## config.mk

```make
export PLATFORM = sky130hd
export DESIGN_NAME = block_mean_variance_top
export DESIGN_NICKNAME = d
export VERILOG_FILES = /design/src/design/bmv_pkg.sv /design/src/design/bmv_front.sv /design/src/design/bmv_queue.sv /design/src/design/bmv_back.sv /design/src/design/block_mean_variance_top.sv
export SDC_FILE = /design/constraint.sdc
export NUM_CORES = 2
export LEC_CHECK = 0
export BUFFER_PORTS_ARGS = -buffer_cell sky130_fd_sc_hd__buf_2
export CORE_ASPECT_RATIO = 1.4
export CORE_MARGIN = 1.5
export CORE_UTILIZATION = 42
export CTS_CLUSTER_SIZE = 14
export DETAILED_ROUTE_END_ITERATION = 10
export SKIP_CTS_REPAIR_TIMING = 1
export SYNTH_ARGS = -nofsm -noshare
export SYNTH_HDL_FRONTEND = slang
export SYNTH_SLANG_ARGS = --single-unit
```

## constraint.sdc

```tcl
create_clock -name clk -period 14.86 [get_ports clk]
set_clock_uncertainty 0.05 [all_clocks]
set_input_delay 2.972 -clock clk [delete_from_list [all_inputs] [get_ports clk]]
set_output_delay 2.972 -clock clk [all_outputs]
set_load 0.01 [all_outputs]
```

## src/design/bmv_pkg.sv

```systemverilog
// Shared request/result types and fixed field widths for the block mean/variance unit.
package bmv_pkg;

  localparam int SAMPLE_W    = 16;
  localparam int SQ_TERM_W   = 2 * SAMPLE_W - 1;
  localparam int MEAN_W      = 16;
  localparam int VAR_W       = 32;
  localparam int COUNT_OUT_W = 11;

  typedef struct packed {
    logic signed [SAMPLE_W-1:0] sample;
    logic                       last;
  } sample_req_t;

  typedef struct packed {
    logic signed [MEAN_W-1:0] mean;
    logic [VAR_W-1:0]         variance;
    logic [COUNT_OUT_W-1:0]   count;
    logic                     overflow;
  } stats_res_t;

endpackage

```

## src/design/bmv_front.sv

```systemverilog
// Front end: accepts samples, keeps count, sum and sum of squares, hands off closed blocks.
module bmv_front
  import bmv_pkg::*;
#(
  parameter int MAX_BLOCK = 1024,
  localparam int CW      = $clog2(MAX_BLOCK + 1),
  localparam int SUMW    = SAMPLE_W + CW,
  localparam int SQW     = SQ_TERM_W - 1 + CW,
  localparam int ENTRY_W = 1 + CW + SUMW + SQW
) (
  input  logic                clk,
  input  logic                rst,
  input  logic                req_valid,
  output logic                req_ready,
  input  sample_req_t         req,
  output logic                push_valid,
  input  logic                push_ready,
  output logic [ENTRY_W-1:0]  push_data
);

  localparam logic [CW-1:0] MAX_CNT = CW'(MAX_BLOCK);

  logic                   accept;
  logic [CW-1:0]          count, count_next;
  logic signed [SUMW-1:0] sum, sum_next;
  logic [SQW-1:0]         sq_sum, sq_sum_next;
  logic                   exceeded, exceeded_next;
  logic signed [2*SAMPLE_W-1:0] square;

  assign req_ready = push_ready;
  assign accept    = req_valid & req_ready;
  assign square    = req.sample * req.sample;

  always_comb begin
    count_next    = count;
    sum_next      = sum;
    sq_sum_next   = sq_sum;
    exceeded_next = exceeded;
    if (count < MAX_CNT) begin
      count_next  = count + CW'(1);
      sum_next    = sum + SUMW'(req.sample);
      sq_sum_next = sq_sum + SQW'(square[SQ_TERM_W-1:0]);
    end else begin
      exceeded_next = 1'b1;
    end
  end

  assign push_valid = accept & req.last;
  assign push_data  = {exceeded_next, count_next, sum_next, sq_sum_next};

  always_ff @(posedge clk) begin
    if (rst) begin
      count    <= '0;
      sum      <= '0;
      sq_sum   <= '0;
      exceeded <= 1'b0;
    end else if (accept) begin
      if (req.last) begin
        count    <= '0;
        sum      <= '0;
        sq_sum   <= '0;
        exceeded <= 1'b0;
      end else begin
        count    <= count_next;
        sum      <= sum_next;
        sq_sum   <= sq_sum_next;
        exceeded <= exceeded_next;
      end
    end
  end

endmodule

```

## src/design/bmv_queue.sv

```systemverilog
// Two-entry queue of closed block totals between front end and back end.
module bmv_queue #(
  parameter int DATA_W = 8
) (
  input  logic              clk,
  input  logic              rst,
  input  logic              push_valid,
  output logic              push_ready,
  input  logic [DATA_W-1:0] push_data,
  output logic              pop_valid,
  input  logic              pop_ready,
  output logic [DATA_W-1:0] pop_data
);

  logic [DATA_W-1:0] slots [2];
  logic              wr_ptr, rd_ptr;
  logic [1:0]        fill;
  logic              do_push, do_pop;

  assign push_ready = (fill != 2'd2);
  assign pop_valid  = (fill != 2'd0);
  assign pop_data   = slots[rd_ptr];
  assign do_push    = push_valid & push_ready;
  assign do_pop     = pop_valid & pop_ready;

  always_ff @(posedge clk) begin
    if (do_push) begin
      slots[wr_ptr] <= push_data;
    end
  end

  always_ff @(posedge clk) begin
    if (rst) begin
      wr_ptr <= 1'b0;
      rd_ptr <= 1'b0;
      fill   <= 2'd0;
    end else begin
      if (do_push) wr_ptr <= ~wr_ptr;
      if (do_pop)  rd_ptr <= ~rd_ptr;
      if (do_push && !do_pop) begin
        fill <= fill + 2'd1;
      end else if (do_pop && !do_push) begin
        fill <= fill - 2'd1;
      end
    end
  end

endmodule

```

## src/design/bmv_back.sv

```systemverilog
// Back end: shift-add products and restoring division for mean and unbiased variance.
module bmv_back
  import bmv_pkg::*;
#(
  parameter int MAX_BLOCK = 1024,
  localparam int CW      = $clog2(MAX_BLOCK + 1),
  localparam int SUMW    = SAMPLE_W + CW,
  localparam int SQW     = SQ_TERM_W - 1 + CW,
  localparam int ENTRY_W = 1 + CW + SUMW + SQW
) (
  input  logic               clk,
  input  logic               rst,
  input  logic               pop_valid,
  output logic               pop_ready,
  input  logic [ENTRY_W-1:0] pop_data,
  output logic               res_valid,
  input  logic               res_ready,
  output stats_res_t         res
);

  localparam int MAGW    = SUMW - 1;
  localparam int NUMW    = SQW + CW;
  localparam int DENW    = 2 * CW;
  localparam int CNTW    = $clog2((MAGW > VAR_W) ? MAGW : VAR_W);

  localparam logic [2:0] ST_IDLE  = 3'd0;
  localparam logic [2:0] ST_MUL   = 3'd1;
  localparam logic [2:0] ST_SUB   = 3'd2;
  localparam logic [2:0] ST_DIVLD = 3'd3;
  localparam logic [2:0] ST_DIV   = 3'd4;
  localparam logic [2:0] ST_DONE  = 3'd5;

  logic [2:0]      state;
  logic [CNTW-1:0] cnt;

  // unpacked queue entry
  logic            q_exc;
  logic [CW-1:0]   q_n;
  logic [SUMW-1:0] q_sum;
  logic [SQW-1:0]  q_sq;
  logic [SUMW-1:0] q_abs;

  // block registers
  logic            exc, neg, var_zero, sat;
  logic [CW-1:0]   n;
  logic [MAGW-1:0] mag;

  // shift-add multipliers
  logic [CW-1:0]   mplr_n;
  logic [MAGW-1:0] mplr_mag;
  logic [NUMW-1:0] mcand_s2, mcand_mag, acc_ns2, acc_sq;
  logic [DENW-1:0] mcand_nm1, den;

  // dividers
  logic [NUMW-1:0]   diff;
  logic [NUMW:0]     diff_ext;
  logic [DENW-1:0]   vrem;
  logic [VAR_W-1:0]  vlow, vq;
  logic [DENW:0]     vtrial;
  logic              vfit;
  logic [CW-1:0]     mrem;
  logic [MEAN_W-1:0] mlow, mq;
  logic [CW:0]       mtrial;
  logic              mfit;

  logic              res_load;
  logic [MEAN_W-1:0] mean_bits;

  assign {q_exc, q_n, q_sum, q_sq} = pop_data;
  assign q_abs     = q_sum[SUMW-1] ? (~q_sum + SUMW'(1)) : q_sum;
  assign pop_ready = (state == ST_IDLE);

  assign diff_ext = {1'b0, acc_ns2} - {1'b0, acc_sq};
  assign vtrial   = {vrem, vlow[VAR_W-1]};
  assign vfit     = (vtrial >= {1'b0, den});
  assign mtrial   = {mrem, mlow[MEAN_W-1]};
  assign mfit     = (mtrial >= {1'b0, n});

  assign res_load  = (state == ST_DONE) && (!res_valid || res_ready);
  assign mean_bits = neg ? (~mq + MEAN_W'(1)) : mq;

  always_ff @(posedge clk) begin
    if (rst) begin
      state <= ST_IDLE;
      cnt   <= '0;
    end else begin
      unique case (state)
        ST_IDLE: begin
          if (pop_valid) begin
            state <= ST_MUL;
            cnt   <= '0;
          end
        end
        ST_MUL: begin
          cnt <= cnt + CNTW'(1);
          if (cnt == CNTW'(MAGW - 1)) state <= ST_SUB;
        end
        ST_SUB:   state <= ST_DIVLD;
        ST_DIVLD: begin
          state <= ST_DIV;
          cnt   <= '0;
        end
        ST_DIV: begin
          cnt <= cnt + CNTW'(1);
          if (cnt == CNTW'(VAR_W - 1)) state <= ST_DONE;
        end
        ST_DONE: begin
          if (res_load) state <= ST_IDLE;
        end
        default: state <= ST_IDLE;
      endcase
    end
  end

  // datapath, no reset needed
  always_ff @(posedge clk) begin
    unique case (state)
      ST_IDLE: begin
        exc       <= q_exc;
        n         <= q_n;
        neg       <= q_sum[SUMW-1];
        mag       <= q_abs[MAGW-1:0];
        mplr_n    <= q_n;
        mplr_mag  <= q_abs[MAGW-1:0];
        mcand_s2  <= NUMW'(q_sq);
        mcand_mag <= NUMW'(q_abs[MAGW-1:0]);
        mcand_nm1 <= DENW'(q_n - CW'(1));
        acc_ns2   <= '0;
        acc_sq    <= '0;
        den       <= '0;
      end
      ST_MUL: begin
        if (mplr_n[0]) begin
          acc_ns2 <= acc_ns2 + mcand_s2;
          den     <= den + mcand_nm1;
        end
        if (mplr_mag[0]) acc_sq <= acc_sq + mcand_mag;
        mplr_n    <= mplr_n >> 1;
        mplr_mag  <= mplr_mag >> 1;
        mcand_s2  <= mcand_s2 << 1;
        mcand_nm1 <= mcand_nm1 << 1;
        mcand_mag <= mcand_mag << 1;
      end
      ST_SUB: begin
        diff     <= diff_ext[NUMW-1:0];
        var_zero <= (n < CW'(2)) | diff_ext[NUMW];
      end
      ST_DIVLD: begin
        // upper numerator bits seed the remainder; quotient beyond 32 bits saturates
        vrem <= DENW'(diff[NUMW-1:VAR_W]);
        vlow <= diff[VAR_W-1:0];
        sat  <= (DENW'(diff[NUMW-1:VAR_W]) >= den);
        vq   <= '0;
        mrem <= CW'(mag[MAGW-1:MEAN_W]);
        mlow <= mag[MEAN_W-1:0];
        mq   <= '0;
      end
      ST_DIV: begin
        vrem <= vfit ? DENW'(vtrial - {1'b0, den}) : vtrial[DENW-1:0];
        vlow <= vlow << 1;
        vq   <= {vq[VAR_W-2:0], vfit};
        if (cnt < CNTW'(MEAN_W)) begin
          mrem <= mfit ? CW'(mtrial - {1'b0, n}) : mtrial[CW-1:0];
          mlow <= mlow << 1;
          mq   <= {mq[MEAN_W-2:0], mfit};
        end
      end
      ST_DONE: ;
      default: ;
    endcase
  end

  always_ff @(posedge clk) begin
    if (rst) begin
      res_valid <= 1'b0;
    end else if (res_load) begin
      res_valid <= 1'b1;
    end else if (res_ready) begin
      res_valid <= 1'b0;
    end
  end

  always_ff @(posedge clk) begin
    if (res_load) begin
      res.mean     <= exc ? '0 : mean_bits;
      res.variance <= (exc || var_zero) ? '0 : (sat ? '1 : vq);
      res.count    <= COUNT_OUT_W'(n);
      res.overflow <= exc;
    end
  end

endmodule

```

## src/design/block_mean_variance_top.sv

```systemverilog
// Top level: block mean and unbiased variance, front end, block queue and back end.
// Samples are accepted one per cycle while the queue has room.
// Each closed block takes the back end through one serial shift-add pass over the
// MAGW-bit magnitude, MAGW = 15+clog2(MAX_BLOCK+1), then a subtract, a divider load,
// a 32-step divider and the result register; two closed blocks can wait in the queue.
// Synchronous active-high rst clears accumulators, queue, sequencer and result valid.
module block_mean_variance_top
  import bmv_pkg::*;
#(
  parameter int MAX_BLOCK = 1024
) (
  input  logic        clk,
  input  logic        rst,
  input  logic        req_valid,
  output logic        req_ready,
  input  sample_req_t req,
  output logic        res_valid,
  input  logic        res_ready,
  output stats_res_t  res
);

  // entry = {overflow, count, sum, sum of squares}
  localparam int CW      = $clog2(MAX_BLOCK + 1);
  localparam int ENTRY_W = 1 + CW + (SAMPLE_W + CW) + (SQ_TERM_W - 1 + CW);

  logic               push_valid, push_ready;
  logic [ENTRY_W-1:0] push_data;
  logic               pop_valid, pop_ready;
  logic [ENTRY_W-1:0] pop_data;

  // Front end: one request per cycle while the queue has room.
  bmv_front #(
    .MAX_BLOCK(MAX_BLOCK)
  ) u_front (
    .clk        (clk),
    .rst        (rst),
    .req_valid  (req_valid),
    .req_ready  (req_ready),
    .req        (req),
    .push_valid (push_valid),
    .push_ready (push_ready),
    .push_data  (push_data)
  );

  // Decouples sample intake from the long per-block arithmetic.
  bmv_queue #(
    .DATA_W(ENTRY_W)
  ) u_queue (
    .clk        (clk),
    .rst        (rst),
    .push_valid (push_valid),
    .push_ready (push_ready),
    .push_data  (push_data),
    .pop_valid  (pop_valid),
    .pop_ready  (pop_ready),
    .pop_data   (pop_data)
  );

  // Back end: serial products, then mean and variance dividers side by side;
  // the result register lets the next block start while a result waits.
  bmv_back #(
    .MAX_BLOCK(MAX_BLOCK)
  ) u_back (
    .clk       (clk),
    .rst       (rst),
    .pop_valid (pop_valid),
    .pop_ready (pop_ready),
    .pop_data  (pop_data),
    .res_valid (res_valid),
    .res_ready (res_ready),
    .res       (res)
  );

endmodule
```

After elaboration in Yosys (flattened, before gate mapping)
Memories as Yosys holds them, arrays and structs flattened. A register that Yosys moved wholly into a read port is not among the register bits.
Index checks and enable logic that the tools add are counted.
{"block": "classes", "addsub": 15, "mul": 1, "magnitude_cmp": 6, "n_eq_ne": 15, "n_mux": 48, "bitwise": 9, "reduce_logical": 21}
{"operator": "52-bit one-hot mux with 2 select lines", "n": 4}
{"operator": "22-bit one-hot mux with 2 select lines", "n": 3}
{"operator": "32-bit one-hot mux with 2 select lines", "n": 2}
{"operator": "52-bit adder", "n": 2}
{"operator": "52-bit two-way mux", "n": 2}
{"operator": "41-bit two-way mux", "n": 2}
{"operator": "16-bit one-hot mux with 2 select lines", "n": 2}
{"operator": "27-bit two-way mux", "n": 2}
{"operator": "52-bit by 52-bit subtractor with 53-bit output", "n": 1}
{"operator": "26-bit one-hot mux with 2 select lines", "n": 1}
{"operator": "16-bit two-way mux", "n": 3}
{"operator": "11-bit two-way mux", "n": 4}
{"operator": "22-bit two-way mux", "n": 2}
{"operator": "11-bit one-hot mux with 2 select lines", "n": 2}
{"operator": "41-bit by 31-bit adder with 41-bit output", "n": 1}
{"operator": "32-bit two-way mux", "n": 1}
{"operator": "16-bit by 16-bit multiplier with 31-bit output", "n": 1}
{"operator": "27-bit by 16-bit adder with 27-bit output", "n": 1}
{"operator": "26-bit by 1-bit adder with 26-bit output (second input constant)", "n": 1}
{"operator": "26-bit two-way mux", "n": 1}
{"operator": "26-bit inverter", "n": 1}
{"operator": "23-bit by 22-bit >= comparator with 1-bit output", "n": 1}
{"operator": "22-bit adder", "n": 1}
{"operator": "20-bit by 22-bit >= comparator with 1-bit output", "n": 1}
{"operator": "37 further kinds", "n": 73}
{"block": "totals", "regBits": 664, "mem_bits_rw": 160, "in_bits": 21, "elab_cells": 151, "mem_count": 1}
{"name": "u_queue.slots", "words": 2, "width": 80, "rd": 1, "rd_clocked_by_memory_dff": 1, "write_ports": 1, "line_no": "bmv_queue.sv:15", "rtl": "logic [DATA_W-1:0] slots [2];"}

Longest topological paths before layout
{"block": "depth", "depth_word": 8, "ltp_mapped": 35}

By module
A second synthesis with hierarchy kept.
{"block": "hier_totals", "hier_cells": 5512, "hier_area_um2": 56111.3}
{"mod": "bmv_back", "n_inst": 1, "cells_per_inst": 3336, "area_per_inst_um2": 34471.8, "seq_area_each_um2": 17326.6}
{"mod": "bmv_front", "n_inst": 1, "cells_per_inst": 1903, "area_per_inst_um2": 15653.8, "seq_area_each_um2": 1601.5}
{"mod": "bmv_queue", "n_inst": 1, "cells_per_inst": 273, "area_per_inst_um2": 5985.7, "seq_area_each_um2": 4904.7}

Least setup slack after synthesis
OpenSTA, ideal clock, no wires.
{"block": "synth_path", "path_kind": "register to register", "start": "register u_back.state[2]", "end": "register u_back.acc_ns2[0], enable pin", "setup_time_ps": 619, "arrival_time_ps": 10988, "required_ps": 14191, "slack_ps": 3203, "path_stages_with_launch": 5, "cell_sequence": "dfxtp_1 clkbuf_1 nor2_1 clkbuf_1 a21boi_0"}
{"block": "synth_via", "elab_chain_cells": 3, "elab_cells_between_ends": 5, "cone_classes": "eq/ne: 2; reduce/logical: 3"}
{"element": "start: declaration", "line_no": "bmv_back.sv:33", "rtl": "logic [2:0] state;"}
{"element": "start signal: assignment", "line_no": "bmv_back.sv:84", "rtl": "state <= ST_IDLE;"}
{"element": "start signal: assignment", "line_no": "bmv_back.sv:90", "rtl": "state <= ST_MUL;"}
{"element": "start signal: assignment", "line_no": "bmv_back.sv:96", "rtl": "if (cnt == CNTW'(MAGW - 1)) state <= ST_SUB;"}
{"element": "3-bit by 1-bit == test with 1-bit output or 3-bit logical NOT (tied branches)", "line_no": "bmv_back.sv:117", "rtl": "unique case (state)"}
{"element": "2-bit by 1-bit != test with 1-bit output (no line) or 2-bit nonzero test (tied branches)"}
{"element": "2-bit AND reduction (no line) *"}
{"element": "end signal: assignment", "line_no": "bmv_back.sv:134", "rtl": "acc_ns2 <= acc_ns2 + mcand_s2;"}
{"element": "end: declaration", "line_no": "bmv_back.sv:51", "rtl": "logic [NUMW-1:0] mcand_s2, mcand_mag, acc_ns2, acc_sq;"}
Every way passes the cells marked *; elsewhere a longest branch is shown, timed or not.
A chain may end at the register's enable or synchronous reset.

Final worst setup path
{"block": "layout_path", "start": "input req[16] (netlist name)", "end": "register u_front.sq_sum[35]"}
{"block": "layout_via", "elab_chain_cells": 4}
{"element": "start: declaration", "line_no": "block_mean_variance_top.sv:16", "rtl": "input sample_req_t req,"}
{"element": "16-bit by 16-bit multiplier with 31-bit output", "line_no": "bmv_front.sv:32", "rtl": "assign square = req.sample * req.sample;"}
{"element": "41-bit by 31-bit adder with 41-bit output", "line_no": "bmv_front.sv:42", "rtl": "sq_sum_next = sq_sum + SQW'(square[SQ_TERM_W-1:0]);"}
{"element": "41-bit two-way mux", "line_no": "bmv_front.sv:39", "rtl": "if (count < MAX_CNT) begin"}
{"element": "41-bit two-way mux", "line_no": "bmv_front.sv:58", "rtl": "if (req.last) begin"}
{"element": "end signal: assignment", "line_no": "bmv_front.sv:66", "rtl": "sq_sum <= sq_sum_next;"}
{"element": "end: declaration", "line_no": "bmv_front.sv:26", "rtl": "logic [SQW-1:0] sq_sum, sq_sum_next;"}
No other way between the ends.

==> impl_results.md <==
- Hold Path Cell Cnt: 0
- CTS tree: yes
- Area fraction in compound gates after synthesis: 14.6%
- Top-count cell post-synth: edfxtp_1
- Port buffer count: 82
- Max-cap viol count: 0
- Relative slew slack: 23.7%
- Netlist cell types: 86
- Max stage delay on crit path: 0.75 ns
- Final min period: 11.65 ns
- EDFF count, synth: 731
- Max Clk Rate: 85.8 MHz
- Worst min-delay path category: flop to flop
- Status: finished, final reports clean
- DRC Markers: 0
- Synth top cells by count: edfxtp_1 (731), nand2_1 (601), inv_1 (507)
- Drt first pass iters: 5
- CTS Sinks: 825
- YS warnings: 0
- Post-synthesis async set-or-reset flop share: 0%
- Critical Path Sink Type: flop
- Congestion Overflow GR: 0
- Setup TNS: 0 ns
- Mapped Avg Cell Area: 10.2 um^2
- Layout cells sized above 1: 5.79%
- Area Overhead vs Synth: 9.00%
- Routed len/inst: 18.3 um
- Register clock-pin slew on the reported worst setup and hold paths: 0.07 ns
- Mapped Cells: 5468
- Most used cell, CP: fa_1
- Placed Instances: 7127
- Final period util: 78.4%
- DRT Wirelength: 133000 um
- Post-synth top flop: edfxtp_1
- Number of H-tree levels: 3
- Largest net degree at the start of global routing: 137
- Initial Util: 42.4%
- Crit path buffers/inverters: 6
- Post-route ant nets: 0
- Die area: 135000 um^2
- Fin. max-slew vios: 0
- XOR/XNOR Fraction of Synth Area: 5.17%
- CTS max path bufs: 3
- Clk root buf: clkbuf_16
- Final setup fails: 0
- Initial antenna violation count: 4
- Final hold vios: 0
- Die Height: 434 um
- Routability Congestion: 0.886
- Post-synthesis sequential area ratio: 42.8%
- Dpl hpwl: 100000 um
- Synth area leaders: edfxtp_1 (39%), ha_1 (8.7%), fa_1 (8.4%), nand2_1 (4.1%), inv_1 (3.4%)
- Post-synth top area share: 39.4%
- Startpoint types: input port
- Worst r2r path cells: 13
- Post-Synth Adder-Cell Area: 17.1%
- Crit path arrival time: 12.19 ns
- Post-Layout Cell Count: 7280
- Vias in the first global route: 39400
- Vias per Instance: 5.37
- First-pass GRT wire length: 212000 um
- Largest family of logic cells by synthesized area: adder cells
- Critical path endpoint: u_front.sq_sum[35]
- Num CTS Buffers: 82
- Required @ worst endpoint: 15.40 ns
- Clock Latency Late Sink: 0.70 ns
- Vias: 39063
- FP Rows: 157
- Post-Synthesis Cell Area: 55700 um^2
- Flops & latches, synth: 825
- Worst r2r src: u_back.mcand_mag[0]
- RSZ-0062 raised after global routing: no
- I/O pin cnt: 83
- CP startpoint: req[16]
- Syn_nets: 6110
- Worst Tran Pin Value: 1.14 ns
- GRT Total Usage: 19.6%
- Simple-gate area share of the yosys netlist: 13.4%
- Area leader, netlist: edfxtp_1
- Critical R2R Capture: u_back.acc_sq[48]
- Mux cell area share after synthesis: 2.12%
- Critical path peak fanout: 32
- WS Path Type: input port to flop
- Core area: 131000 um^2
- CP max stage cell: clkinv_1
- Iteration-0 DRC Markers: 2211
- CP delay by family, top: adder cells
- Die W: 311 um
- R2R Setup Slk: 10.34 ns
- Final net count: 6104
- WP depth: 31
[routing by layer]
layer,track usage [%],share of wire (%),vias up
met5,0,0.017,-
met4,9.32,4.7,4
met3,1.91,2.6,255
met2,36.6,52,613
met1,22.4,41,18911
li1,-,-,19280
[sequential cells by signal, summed over array words and instances, names as in the netlist, 41 cells and up, named ones only]
signal            flops
u_queue.slots       160
u_back.res           60
u_back.acc_ns2       52
u_back.acc_sq        52
u_back.diff          52
u_back.mcand_mag     52
u_back.mcand_s2      52
u_front.sq_sum       41
[worst register-to-register path: cells and delay by family (launching register included)]
kind / cells / cell delay [ns]
flops: 1 / 0.39
buf+inv: 1 / 0.06
simple gates: 4 / 1.67
compound gates: 6 / 1.51
fa+ha+maj: 2 / 0.56
[through the flow]
| step | setup slack (ns) | hold slack (ns) | util, % | cell area [um^2] |
|---|---|---|---|---|
| 4_1_cts | 3.25 | 0.416 | 46.3 | 60700 |
| 3_3_place_gp | 2.63 | 0.416 | 44.1 | 57900 |
| 6_report | 3.21 | 0.422 | 46.3 | 60700 |
| 5_1_grt | 2.64 | 0.451 | 46.3 | 60700 |
| 3_5_place_dp | 2.52 | 0.410 | 44.1 | 57900 |
| 2_1_floorplan | 3.20 | 0.374 | - | 55700 |
[placed cells by master, fill, tap and decap left out, types with 23 or more instances in the layout]
master	count
a211oi_1	37
a21o_1	206
a21oi_1	290
a22oi_1	46
a31oi_1	30
and2_1	113
and3_1	85
buf_2	82
buf_4	36
clkbuf_16	84
dfxtp_1	91
edfxtp_1	731
fa_1	233
ha_1	388
inv_1	507
mux2_2	23
mux2i_1	92
nand2_1	598
nand2b_1	45
nand3_1	69
nand4_1	44
nor2_1	421
nor2b_1	44
nor3_1	86
o211ai_1	24
o21a_1	84
o21ai_0	289
o21bai_1	41
o31ai_1	26
or3_1	26
xnor2_1	193
xor2_1	136
[logic make-up (layout without fill, tap and decap cells)]
group,count (synthesis),in the layout
other cells,0,1
fa+ha+maj,621,621
flops,825,825
buf+inv,720,782
mux,115,115
compound gates,1241,1241
xor+xnor,329,329
simple gates,1617,1617
[layout make-up]
type	count	area, um^2
antenna	1	2.50
sequential	825	23800
multi-input combinational	3923	29300
inverter	511	1920
tap	1749	2190
timing repair buffer	119	701
clock inverter	44	518
clock buffer	108	2270
fill	12450	70500
[how the worst min path moves through the flow]
stage | from | end
floorplan | u_back.exc | u_back.res[0]
global placement | u_back.n[2] | u_back.res[3]
detailed placement | u_back.n[2] | u_back.res[3]
CTS | u_back.n[2] | u_back.res[3]
global route | u_back.n[2] | u_back.res[3]
finish | u_back.n[2] | u_back.res[3]
Power is not shown: default switching activity piles up to over one toggle a cycle in this logic, so the estimate is an artifact.
